[src/sv/mvr_pkg.sv]
// ----------------------------------------------------------------------------
// MAVLink v1 frame receiver package
// Parse phases, byte kind codes, framing constants and the X.25 CRC step.
// ----------------------------------------------------------------------------
package mvr_pkg;

    localparam logic [7:0]  START_BYTE   = 8'hFE;
    localparam logic [15:0] CRC_SEED     = 16'hFFFF;
    localparam logic [15:0] DROP_MAX     = 16'hFFFF;
    localparam int          OUT_DATA_W   = 72;

    typedef enum logic [3:0] {
        PH_IDLE    = 4'd0,
        PH_LEN     = 4'd1,
        PH_SEQ     = 4'd2,
        PH_SYS     = 4'd3,
        PH_COMP    = 4'd4,
        PH_MSGID   = 4'd5,
        PH_PAYLOAD = 4'd6,
        PH_CRCL    = 4'd7,
        PH_CRCH    = 4'd8
    } phase_t;

    typedef enum logic [3:0] {
        KIND_START     = 4'd0,
        KIND_LEN       = 4'd1,
        KIND_SEQ       = 4'd2,
        KIND_SYS       = 4'd3,
        KIND_COMP      = 4'd4,
        KIND_MSGID     = 4'd5,
        KIND_PAYLOAD   = 4'd6,
        KIND_CRC_LOW   = 4'd7,
        KIND_CRC_HIGH  = 4'd8
    } byte_kind_t;

    function automatic logic [15:0] x25_update(input logic [15:0] crc, input logic [7:0] b);
        logic [7:0] t;
        t = b ^ crc[7:0];
        t = t ^ {t[3:0], 4'b0000};
        return {8'h00, crc[15:8]} ^ {t, 8'h00} ^ {5'b00000, t, 3'b000}
               ^ {12'h000, t[7:4]};
    endfunction

endpackage

[src/sv/mavlink_v1_frame_receiver.sv]
// One received byte is taken per clock when the result register is free or being
// drained; parsing and the byte-wise X.25 CRC step are combinational, so the
// result appears in the cycle after the byte is accepted and the sustained rate
// is one byte per cycle. Bytes seen while waiting for the start byte are consumed
// and give no result. Every frame byte yields one result; the CRC high byte carries
// tlast, the computed and received CRC, the kept flag and the drop count.
// ----------------------------------------------------------------------------
// MAVLink v1 frame receiver
// Byte-stream parser for v1 frames with running X.25 CRC and drop counter.
// ----------------------------------------------------------------------------
module mavlink_v1_frame_receiver (
    input  logic                              clk,
    input  logic                              rst_n,
    input  logic                              s_axis_tvalid,
    output logic                              s_axis_tready,
    input  logic [7:0]                        s_axis_tdata,  // rx_byte
    input  logic [0:0]                        s_axis_tuser,  // queue_full
    output logic                              m_axis_tvalid,
    input  logic                              m_axis_tready,
    // out_byte[7:0], payload_index[15:8], computed_crc[31:16],
    // received_crc[47:32], frame_kept[48], drop_count[64:49], zero fill
    output logic [mvr_pkg::OUT_DATA_W-1:0]    m_axis_tdata,
    output logic [3:0]                        m_axis_tuser,  // byte_kind
    output logic                              m_axis_tlast   // frame_last
);

    mvr_pkg::phase_t phase_reg, phase_next;
    logic [7:0]  frame_length_reg, frame_length_next;
    logic [7:0]  payload_count_reg, payload_count_next;
    logic [15:0] crc_reg, crc_next;
    logic [7:0]  crc_low_reg, crc_low_next;
    logic [15:0] drop_reg, drop_next;

    logic        valid_reg, valid_next;
    logic [7:0]  byte_reg;
    mvr_pkg::byte_kind_t kind_reg, kind_next;
    logic [7:0]  pidx_reg, pidx_next;
    logic        last_reg, last_next;
    logic [15:0] rcrc_reg, rcrc_next;
    logic        kept_reg, kept_next;

    logic        in_fire;
    logic        emit;
    logic [7:0]  b;
    logic        full;
    logic [15:0] crc_step;
    logic [7:0]  count_inc;

    assign s_axis_tready = !valid_reg || m_axis_tready;
    assign in_fire       = s_axis_tvalid && s_axis_tready;
    assign b             = s_axis_tdata;
    assign full          = s_axis_tuser[0];
    assign crc_step      = mvr_pkg::x25_update(crc_reg, b);
    assign count_inc     = payload_count_reg + 8'd1;

    always_comb
    begin
        phase_next         = phase_reg;
        frame_length_next  = frame_length_reg;
        payload_count_next = payload_count_reg;
        crc_next           = crc_reg;
        crc_low_next       = crc_low_reg;
        drop_next          = drop_reg;
        emit               = 1'b1;
        kind_next          = mvr_pkg::KIND_START;
        pidx_next          = 8'd0;
        last_next          = 1'b0;
        rcrc_next          = 16'd0;
        kept_next          = 1'b0;
        unique case (phase_reg)
            mvr_pkg::PH_LEN:
            begin
                kind_next         = mvr_pkg::KIND_LEN;
                frame_length_next = b;
                crc_next          = crc_step;
                phase_next        = mvr_pkg::PH_SEQ;
            end
            mvr_pkg::PH_SEQ:
            begin
                kind_next  = mvr_pkg::KIND_SEQ;
                crc_next   = crc_step;
                phase_next = mvr_pkg::PH_SYS;
            end
            mvr_pkg::PH_SYS:
            begin
                kind_next  = mvr_pkg::KIND_SYS;
                crc_next   = crc_step;
                phase_next = mvr_pkg::PH_COMP;
            end
            mvr_pkg::PH_COMP:
            begin
                kind_next  = mvr_pkg::KIND_COMP;
                crc_next   = crc_step;
                phase_next = mvr_pkg::PH_MSGID;
            end
            mvr_pkg::PH_MSGID:
            begin
                kind_next          = mvr_pkg::KIND_MSGID;
                crc_next           = crc_step;
                payload_count_next = 8'd0;
                phase_next         = (frame_length_reg == 8'd0) ? mvr_pkg::PH_CRCL
                                                                : mvr_pkg::PH_PAYLOAD;
            end
            mvr_pkg::PH_PAYLOAD:
            begin
                kind_next          = mvr_pkg::KIND_PAYLOAD;
                pidx_next          = payload_count_reg;
                crc_next           = crc_step;
                payload_count_next = count_inc;
                if (count_inc == frame_length_reg)
                begin
                    phase_next = mvr_pkg::PH_CRCL;
                end
            end
            mvr_pkg::PH_CRCL:
            begin
                kind_next    = mvr_pkg::KIND_CRC_LOW;
                crc_low_next = b;
                phase_next   = mvr_pkg::PH_CRCH;
            end
            mvr_pkg::PH_CRCH:
            begin
                kind_next  = mvr_pkg::KIND_CRC_HIGH;
                last_next  = 1'b1;
                rcrc_next  = {b, crc_low_reg};
                if (full)
                begin
                    if (drop_reg != mvr_pkg::DROP_MAX)
                    begin
                        drop_next = drop_reg + 16'd1;
                    end
                end
                else
                begin
                    kept_next = 1'b1;
                end
                phase_next = mvr_pkg::PH_IDLE;
            end
            default:
            begin
                if (b == mvr_pkg::START_BYTE)
                begin
                    crc_next           = mvr_pkg::CRC_SEED;
                    frame_length_next  = 8'd0;
                    payload_count_next = 8'd0;
                    crc_low_next       = 8'd0;
                    phase_next         = mvr_pkg::PH_LEN;
                end
                else
                begin
                    emit       = 1'b0;
                    phase_next = mvr_pkg::PH_IDLE;
                end
            end
        endcase
    end

    always_comb
    begin
        if (in_fire)
        begin
            valid_next = emit;
        end
        else
        begin
            valid_next = valid_reg && !m_axis_tready;
        end
    end

    always_ff @(posedge clk or negedge rst_n)
    begin
        if (!rst_n)
        begin
            phase_reg         <= mvr_pkg::PH_IDLE;
            frame_length_reg  <= 8'd0;
            payload_count_reg <= 8'd0;
            crc_reg           <= mvr_pkg::CRC_SEED;
            crc_low_reg       <= 8'd0;
            drop_reg          <= 16'd0;
            valid_reg         <= 1'b0;
        end
        else
        begin
            valid_reg <= valid_next;
            if (in_fire)
            begin
                phase_reg         <= phase_next;
                frame_length_reg  <= frame_length_next;
                payload_count_reg <= payload_count_next;
                crc_reg           <= crc_next;
                crc_low_reg       <= crc_low_next;
                drop_reg          <= drop_next;
            end
        end
    end

    always_ff @(posedge clk)
    begin
        if (in_fire && emit)
        begin
            byte_reg <= b;
            kind_reg <= kind_next;
            pidx_reg <= pidx_next;
            last_reg <= last_next;
            rcrc_reg <= rcrc_next;
            kept_reg <= kept_next;
        end
    end

    // The result register is loaded in the same edge as the state, so the
    // CRC and drop count shown are the values after this byte.
    assign m_axis_tvalid = valid_reg;
    assign m_axis_tdata  = {7'd0, drop_reg, kept_reg, rcrc_reg, crc_reg, pidx_reg, byte_reg};
    assign m_axis_tuser  = kind_reg;
    assign m_axis_tlast  = last_reg;

`ifndef SYNTH
    a_last_is_crc_high: assert property (@(posedge clk) disable iff (!rst_n)
        m_axis_tvalid |-> (m_axis_tlast == (m_axis_tuser == mvr_pkg::KIND_CRC_HIGH)))
        else $error("tlast does not match the CRC high byte kind");

    a_kept_only_at_last: assert property (@(posedge clk) disable iff (!rst_n)
        (m_axis_tvalid && kept_reg) |-> m_axis_tlast)
        else $error("frame kept flag outside the final byte");

    a_drop_monotonic: assert property (@(posedge clk) disable iff (!rst_n)
        $past(rst_n) |-> (drop_reg >= $past(drop_reg)))
        else $error("drop counter went down");

    a_payload_bound: assert property (@(posedge clk) disable iff (!rst_n)
        (phase_reg == mvr_pkg::PH_PAYLOAD) |-> (payload_count_reg < frame_length_reg))
        else $error("payload count reached frame length inside payload");
`endif

endmodule
[config.mk]
export PLATFORM = sky130hd
export DESIGN_NAME = mavlink_v1_frame_receiver
export DESIGN_NICKNAME = d
export VERILOG_FILES = /design/src/sv/mvr_pkg.sv /design/src/sv/mavlink_v1_frame_receiver.sv
export SDC_FILE = /design/constraint.sdc
export NUM_CORES = 1
export LEC_CHECK = 0
export ABC_AREA = 1
export BUFFER_PORTS_ARGS = -buffer_cell sky130_fd_sc_hd__buf_2
export CAP_MARGIN = 10
export CORE_MARGIN = 2
export CORE_UTILIZATION = 50
export CTS_CLUSTER_DIAMETER = 200
export DETAILED_ROUTE_END_ITERATION = 12
export GPL_TIMING_DRIVEN = 0
export PLACE_DENSITY_LB_ADDON = 0.3
export SLEW_MARGIN = 40
export SYNTH_ARGS = -nofsm -noshare
export SYNTH_HDL_FRONTEND = slang
export SYNTH_SLANG_ARGS = --single-unit
export TNS_END_PERCENT = 100
[constraint.sdc]
create_clock -name clk -period 2.37 [get_ports clk]
set_input_delay 0.3555 -clock clk [delete_from_list [all_inputs] [get_ports clk]]
set_output_delay 0.3555 -clock clk [all_outputs]
set_load 0.05 [all_outputs]
### Word-level counts from Yosys, hierarchy flattened

Index checks and enable logic that the tools add are counted.

* add/sub/neg operators: 2
* equal/unequal tests: 12
* multiplexer cells: 16
* bitwise gates (word level): 9
* reduce and logical (&&, ||, !) cells: 23

Operators with widths (number)
* 4-bit case mux with 8 select lines: 2
* 16-bit case mux with 2 select lines: 1
* 8-bit case mux with 2 select lines: 2
* 8-bit case mux with 3 select lines: 1
* 16-bit by 1-bit adder with 16-bit output, second input constant: 1
* 4-bit by 3-bit equality test with 1-bit output, second input constant: 4
* 16-bit two-way mux: 1
* 16-bit != test, second input constant: 1
* 16-bit by 11-bit XOR with 16-bit output: 1
* 16-bit by 4-bit XOR with 16-bit output: 1
* 8-bit by 16-bit XOR with 16-bit output: 1
* 8-bit XOR: 2
* 7-bit OR reduction: 2
* 3-bit AND reduction: 4
* 6-bit OR reduction: 2
* 8-bit by 1-bit adder with 8-bit output, second input constant: 1
* 4-bit by 2-bit equality test with 1-bit output, second input constant: 2
* 8-bit equality test: 1
* 8-bit equality test, second input constant: 1
* 8-bit zero test: 1
* 8-bit two-way mux: 1
* 8-bit OR reduction: 1
* 1-bit two-way mux: 7
* 2-bit nonzero test: 3
* other kinds (12): 18

* register bits: 99
* input bits: 13
* word-level logic and storage cells: 75

### Depth between registers and ports, before layout

* word-level depth: 6
* depth in mapped cells: 13

### Least setup slack after synthesis

Ideal clock, no wire load.

* kind: register -> register
* start: register valid_reg, in the netlist m_axis_tvalid
* end: register byte_reg[0], enable pin
* library setup time: 0.393 ns
* data arrival time: 2.255 ns
* required time: 1.977 ns
* setup slack: -0.277 ns
* cell stages (with the launch flop): 6
* buffers on the path: 0
* period minus slack after synthesis: 2.647 ns
* cell sequence: dfrtp_1 -> nand2_1 -> nand2_1 -> inv_1 -> o21ai_1 -> inv_1

* word-level cells in the longest chain between the ends: 4

RTL lines
* start: declaration: line mavlink_v1_frame_receiver.sv:34 `logic valid_reg, valid_next;`
* start signal: assignment: line mavlink_v1_frame_receiver.sv:184 `valid_reg <= valid_next;`
* 1-bit zero test: line mavlink_v1_frame_receiver.sv:49 `assign s_axis_tready = !valid_reg || m_axis_tready;`
* 1-bit logical OR: line mavlink_v1_frame_receiver.sv:49
* net s_axis_tready: line mavlink_v1_frame_receiver.sv:15 `output logic s_axis_tready,`
* 1-bit logical AND: line mavlink_v1_frame_receiver.sv:50 `assign in_fire = s_axis_tvalid && s_axis_tready;`
* 1-bit logical AND: line mavlink_v1_frame_receiver.sv:199 `if (in_fire && emit)`
* end signal: assignment: line mavlink_v1_frame_receiver.sv:201 `byte_reg <= b;`
* end: declaration: line mavlink_v1_frame_receiver.sv:35 `logic [7:0] byte_reg;`

The timed path passes the listed nets, and every way through them passes these cells.
A chain may end at the register's enable or synchronous reset.

### Worst setup path in the final report

* start: register phase_reg[3]
* end: register pidx_reg[5], enable pin

* word-level cells in the longest chain between the ends: 4
* elaborated cells on any way between the ends: 11

RTL lines
* start: declaration: line mavlink_v1_frame_receiver.sv:27 `mvr_pkg::phase_t phase_reg, phase_next;`
* start signal: assignment: line mavlink_v1_frame_receiver.sv:174 `phase_reg <= mvr_pkg::PH_IDLE;`
* start signal: assignment: line mavlink_v1_frame_receiver.sv:187 `phase_reg <= phase_next;`
* 4-bit equality test (tied with other cells): line mavlink_v1_frame_receiver.sv:70 `unique case (phase_reg)`
* 8-bit OR reduction (no line) (*)
* 1-bit two-way mux (*): line mavlink_v1_frame_receiver.sv:70
* 1-bit logical AND (*): line mavlink_v1_frame_receiver.sv:199
* end signal: assignment: line mavlink_v1_frame_receiver.sv:203 `pidx_reg <= pidx_next;`
* end: declaration: line mavlink_v1_frame_receiver.sv:37 `logic [7:0] pidx_reg, pidx_next;`

Mark *: on every way between the ends. The rest lies on a longest branch, timed or not.

==> reports/qor_table.md <==
| Quantity | Value |
|:---|:---|
| Result of the run | completed |
| Number of port buffers | 84 |
| Worst-path clk slew | 110 ps |
| All-Layer GR Usage | 0.207 |
| Number of antenna-violating nets in the routed design | 0 |
| Worst path arrival time | 2300 ps |
| Classification of the worst setup path | register to register |
| GR Overflow Total | 0 |
| Startpoint type of the worst setup path | register |
| Period Utilization, post-route | 0.925 |
| Register area share after synthesis | 0.565 |
| Total leakage power | 2.66 nW |
| Effective utilization at floorplan | 0.514 |
| Final setup violating endpoints | 0 |
| Depth of the CTS H-tree | 3 |
| Required time of the critical path | 2480 ps |
| Min-delay worst type | primary input to register |
| Placer congestion estimate | 0.926 |
| Tightest Pin Transition | 600 ps |
| Via Count | 3728 |
| Max VDD drop | 0.000956 V |
| Global-route wire length before repair | 16800 um |
| Chip Width | 102 um |
| Power density over cell area | 1310 nW/um^2 |
| Layout Area Growth over Synthesis | 18.0% |
| Unrepaired setup endpoints after global routing | false |
| Clock Sinks | 99 |
| Remaining design rule violation count | 0 |
| Number of DRC markers in iteration 0 | 138 |
| CP Capture Type | register |
| Clock skew | 12.4 ps |
| Vias per inst | 5.04 |
| Post-Syn Area | 4750 um^2 |
| Final hold slack | 213 ps |
| DRT Pass-1 Iters | 4 |
| Warnings from Yosys | 0 |
| Number of storage elements in the synthesis netlist | 99 |
| Distinct cells, synth | 36 |
| Maximum count of clock buffers along a single path | 2 |
| Proportion of layout cells with a drive suffix above 1 | 0.265 |
| Die Height | 102 um |
| Placement-stage worst setup slack | -411 ps |
| Final Routed Wirelength | 10200 um |
| Avg Synthesized Cell Area | 9.51 um^2 |
| Cell row count | 35 |
| Max-capacitance violation count | 0 |
| Final number of hold-violating endpoints | 0 |
| Floorplan die area | 10300 um^2 |
| Relative slew slack | 0.600 |
| Number of buffers added by the clock tree synthesis step | 9 |
| Via count of the first global-routing pass | 3626 |
| Antenna Cells | 0 |
| Crit Path Max Fanout | 19 |
| WL/cell | 13.8 um |
| Clock root buffer master | sky130_fd_sc_hd__clkbuf_8 |
| TritonCTS clock tree | yes |
| Net total in the final layout | 621 |
| Dpl hpwl | 7290 um |
| Post-layout minimum cycle time | 2190 ps |
| Peak clock frequency supported by timing | 456 MHz |
| Worst path setup slack after routing | 178 ps |
| Latest clock arrival within the worst-skew pair | 370 ps |
| Instance count of the mapped netlist | 500 |
| Maximum number of pins on one net before global-route repair | 62 |
| Core region area | 9240 um^2 |
| Initial antenna violation count | 0 |
| Number of pins with negative max-slew slack in the final report | 0 |
| I/O pin cnt | 92 |
[cells by family (layout without fill, tap and decap cells)]
family	after synthesis	after routing	synth area share
adder cells (fa/ha/maj)	2	2	0.00526
buffers and inverters	79	184	0.0711
AND/OR/NAND/NOR	219	219	0.201
XOR/XNOR	41	41	0.0755
other	1	7	0.000789
AO/OA/AOI/OAI	59	59	0.0811
flip-flops	99	99	0.565
[placed cells by master, fill, tap and decap left out, drive strengths merged]
cell type / n
ha: 2
clkbuf: 10
dfstp: 16
xor2: 21
o22ai: 16
o21bai: 1
o21ai: 27
inv: 68
edfxtp: 38
conb: 7
a22oi: 5
nand2: 111
a211oi: 1
a31oi: 1
o21a: 2
nor3b: 1
nand3: 32
xnor2: 20
nor4: 3
dfrtp: 45
clkinv: 3
a21oi: 6
nor3: 6
nor2: 61
nand3b: 1
dlygate4sd3: 1
nand4: 4
clkinvlp: 2
buf: 100
[synthesized netlist by cell type]
cell type,instances,share of area
sky130_fd_sc_hd__a211oi_4,1,0.0042
sky130_fd_sc_hd__a21oi_1,4,0.0042
sky130_fd_sc_hd__a21oi_4,2,0.0068
sky130_fd_sc_hd__a22oi_1,5,0.0079
sky130_fd_sc_hd__a31oi_1,1,0.0013
sky130_fd_sc_hd__buf_2,3,0.0032
sky130_fd_sc_hd__buf_4,10,0.016
sky130_fd_sc_hd__clkbuf_1,1,0.00079
sky130_fd_sc_hd__conb_1,1,0.00079
sky130_fd_sc_hd__dfrtp_1,45,0.24
sky130_fd_sc_hd__dfstp_2,16,0.088
sky130_fd_sc_hd__edfxtp_1,38,0.24
sky130_fd_sc_hd__ha_1,2,0.0053
sky130_fd_sc_hd__inv_1,59,0.047
sky130_fd_sc_hd__inv_2,6,0.0047
sky130_fd_sc_hd__nand2_1,108,0.085
sky130_fd_sc_hd__nand2_2,3,0.0039
sky130_fd_sc_hd__nand3_1,28,0.029
sky130_fd_sc_hd__nand3_2,4,0.0084
sky130_fd_sc_hd__nand3b_2,1,0.0024
sky130_fd_sc_hd__nand4_1,4,0.0053
sky130_fd_sc_hd__nor2_1,56,0.044
sky130_fd_sc_hd__nor2_2,5,0.0066
sky130_fd_sc_hd__nor3_1,4,0.0042
sky130_fd_sc_hd__nor3_2,1,0.0021
sky130_fd_sc_hd__nor3_4,1,0.0034
sky130_fd_sc_hd__nor3b_1,1,0.0016
sky130_fd_sc_hd__nor4_1,3,0.0039
sky130_fd_sc_hd__o21a_1,2,0.0032
sky130_fd_sc_hd__o21ai_0,15,0.016
sky130_fd_sc_hd__o21ai_1,11,0.012
sky130_fd_sc_hd__o21ai_4,1,0.0034
sky130_fd_sc_hd__o21bai_1,1,0.0016
sky130_fd_sc_hd__o22ai_1,16,0.021
sky130_fd_sc_hd__xnor2_1,20,0.037
sky130_fd_sc_hd__xor2_1,21,0.039
[repair_timing]
| action | in CTS | in global routing |
|---|---|---|
| resized for setup | 2 | 0 |
| hold endpoints to repair | 0 | 10 |
| setup buffers | 3 | 0 |
| hold buffers | 0 | 1 |
| setup endpoints to repair | 38 | 0 |
[layer usage]
metal	part of all wire	vias to the layer above	track usage	wire, um
met5	0	-	0	0
met4	0.020	0	0.0738	205
met3	0.049	18	0.0380	496
met2	0.48	105	0.339	4940
met1	0.45	1780	0.278	4550
li1	-	1825	-	-
[through the flow]
step                      setup TNS [ps]  area, um^2  cells  utilization  power, mW
final                                  0        5610    740        0.607       7.35
after global routing                   0        5610    740        0.607       7.77
after CTS                              0        5590    739        0.605       7.37
after detailed placement          -15510        5370    719        0.581       6.27
after global placement            -12650        5370    719        0.581       6.20
after floorplan                        0        4780    506            -       5.54
[worst max-delay path, cell delays in order, from the launching register on]
cell,delay [ps]
sky130_fd_sc_hd__dfrtp_1,480
sky130_fd_sc_hd__inv_2,70
sky130_fd_sc_hd__nand2_2,120
sky130_fd_sc_hd__nor3_4,70
sky130_fd_sc_hd__nor2_2,250
sky130_fd_sc_hd__nand3_1,160
sky130_fd_sc_hd__o21ai_2,390
sky130_fd_sc_hd__clkinvlp_4,150
sky130_fd_sc_hd__buf_4,240
[area by class of cell]
class | instances | area (um^2)
inverters | 65 | 248
well taps | 129 | 161
repair inverters | 1 | 7.51
repair buffers | 88 | 459
fillers | 835 | 3630
clock buffers | 9 | 124
multi-input cells | 328 | 1760
plain buffers | 14 | 93.8
flip-flops and latches | 99 | 2690
clock inverters | 7 | 67.6
[worst paths after layout]
path / cells after the start / slack (ps) / startpoint / endpoint
worst max-delay path: 8 / 180 / phase_reg[3] / pidx_reg[5]
worst min-delay path: 1 / 210 / s_axis_tdata[4] / byte_reg[4]
worst max register to register: 8 / 180 / phase_reg[3] / pidx_reg[5]
worst min register to register: 2 / 490 / crc_reg[0] / crc_reg[0]
max in group asynchronous: 2 / 1370 / rst_n / m_axis_tvalid
min in group asynchronous: 2 / 480 / rst_n / crc_low_reg[0]
[report_power, final]
part / switching, mW / total [mW] / internal, mW
combinational: 2.61 / 3.55 / 0.937
clock: 0.654 / 1.06 / 0.410
sequential: 0.266 / 2.73 / 2.47
No activity file was read; power rests on OpenSTA's default activity.
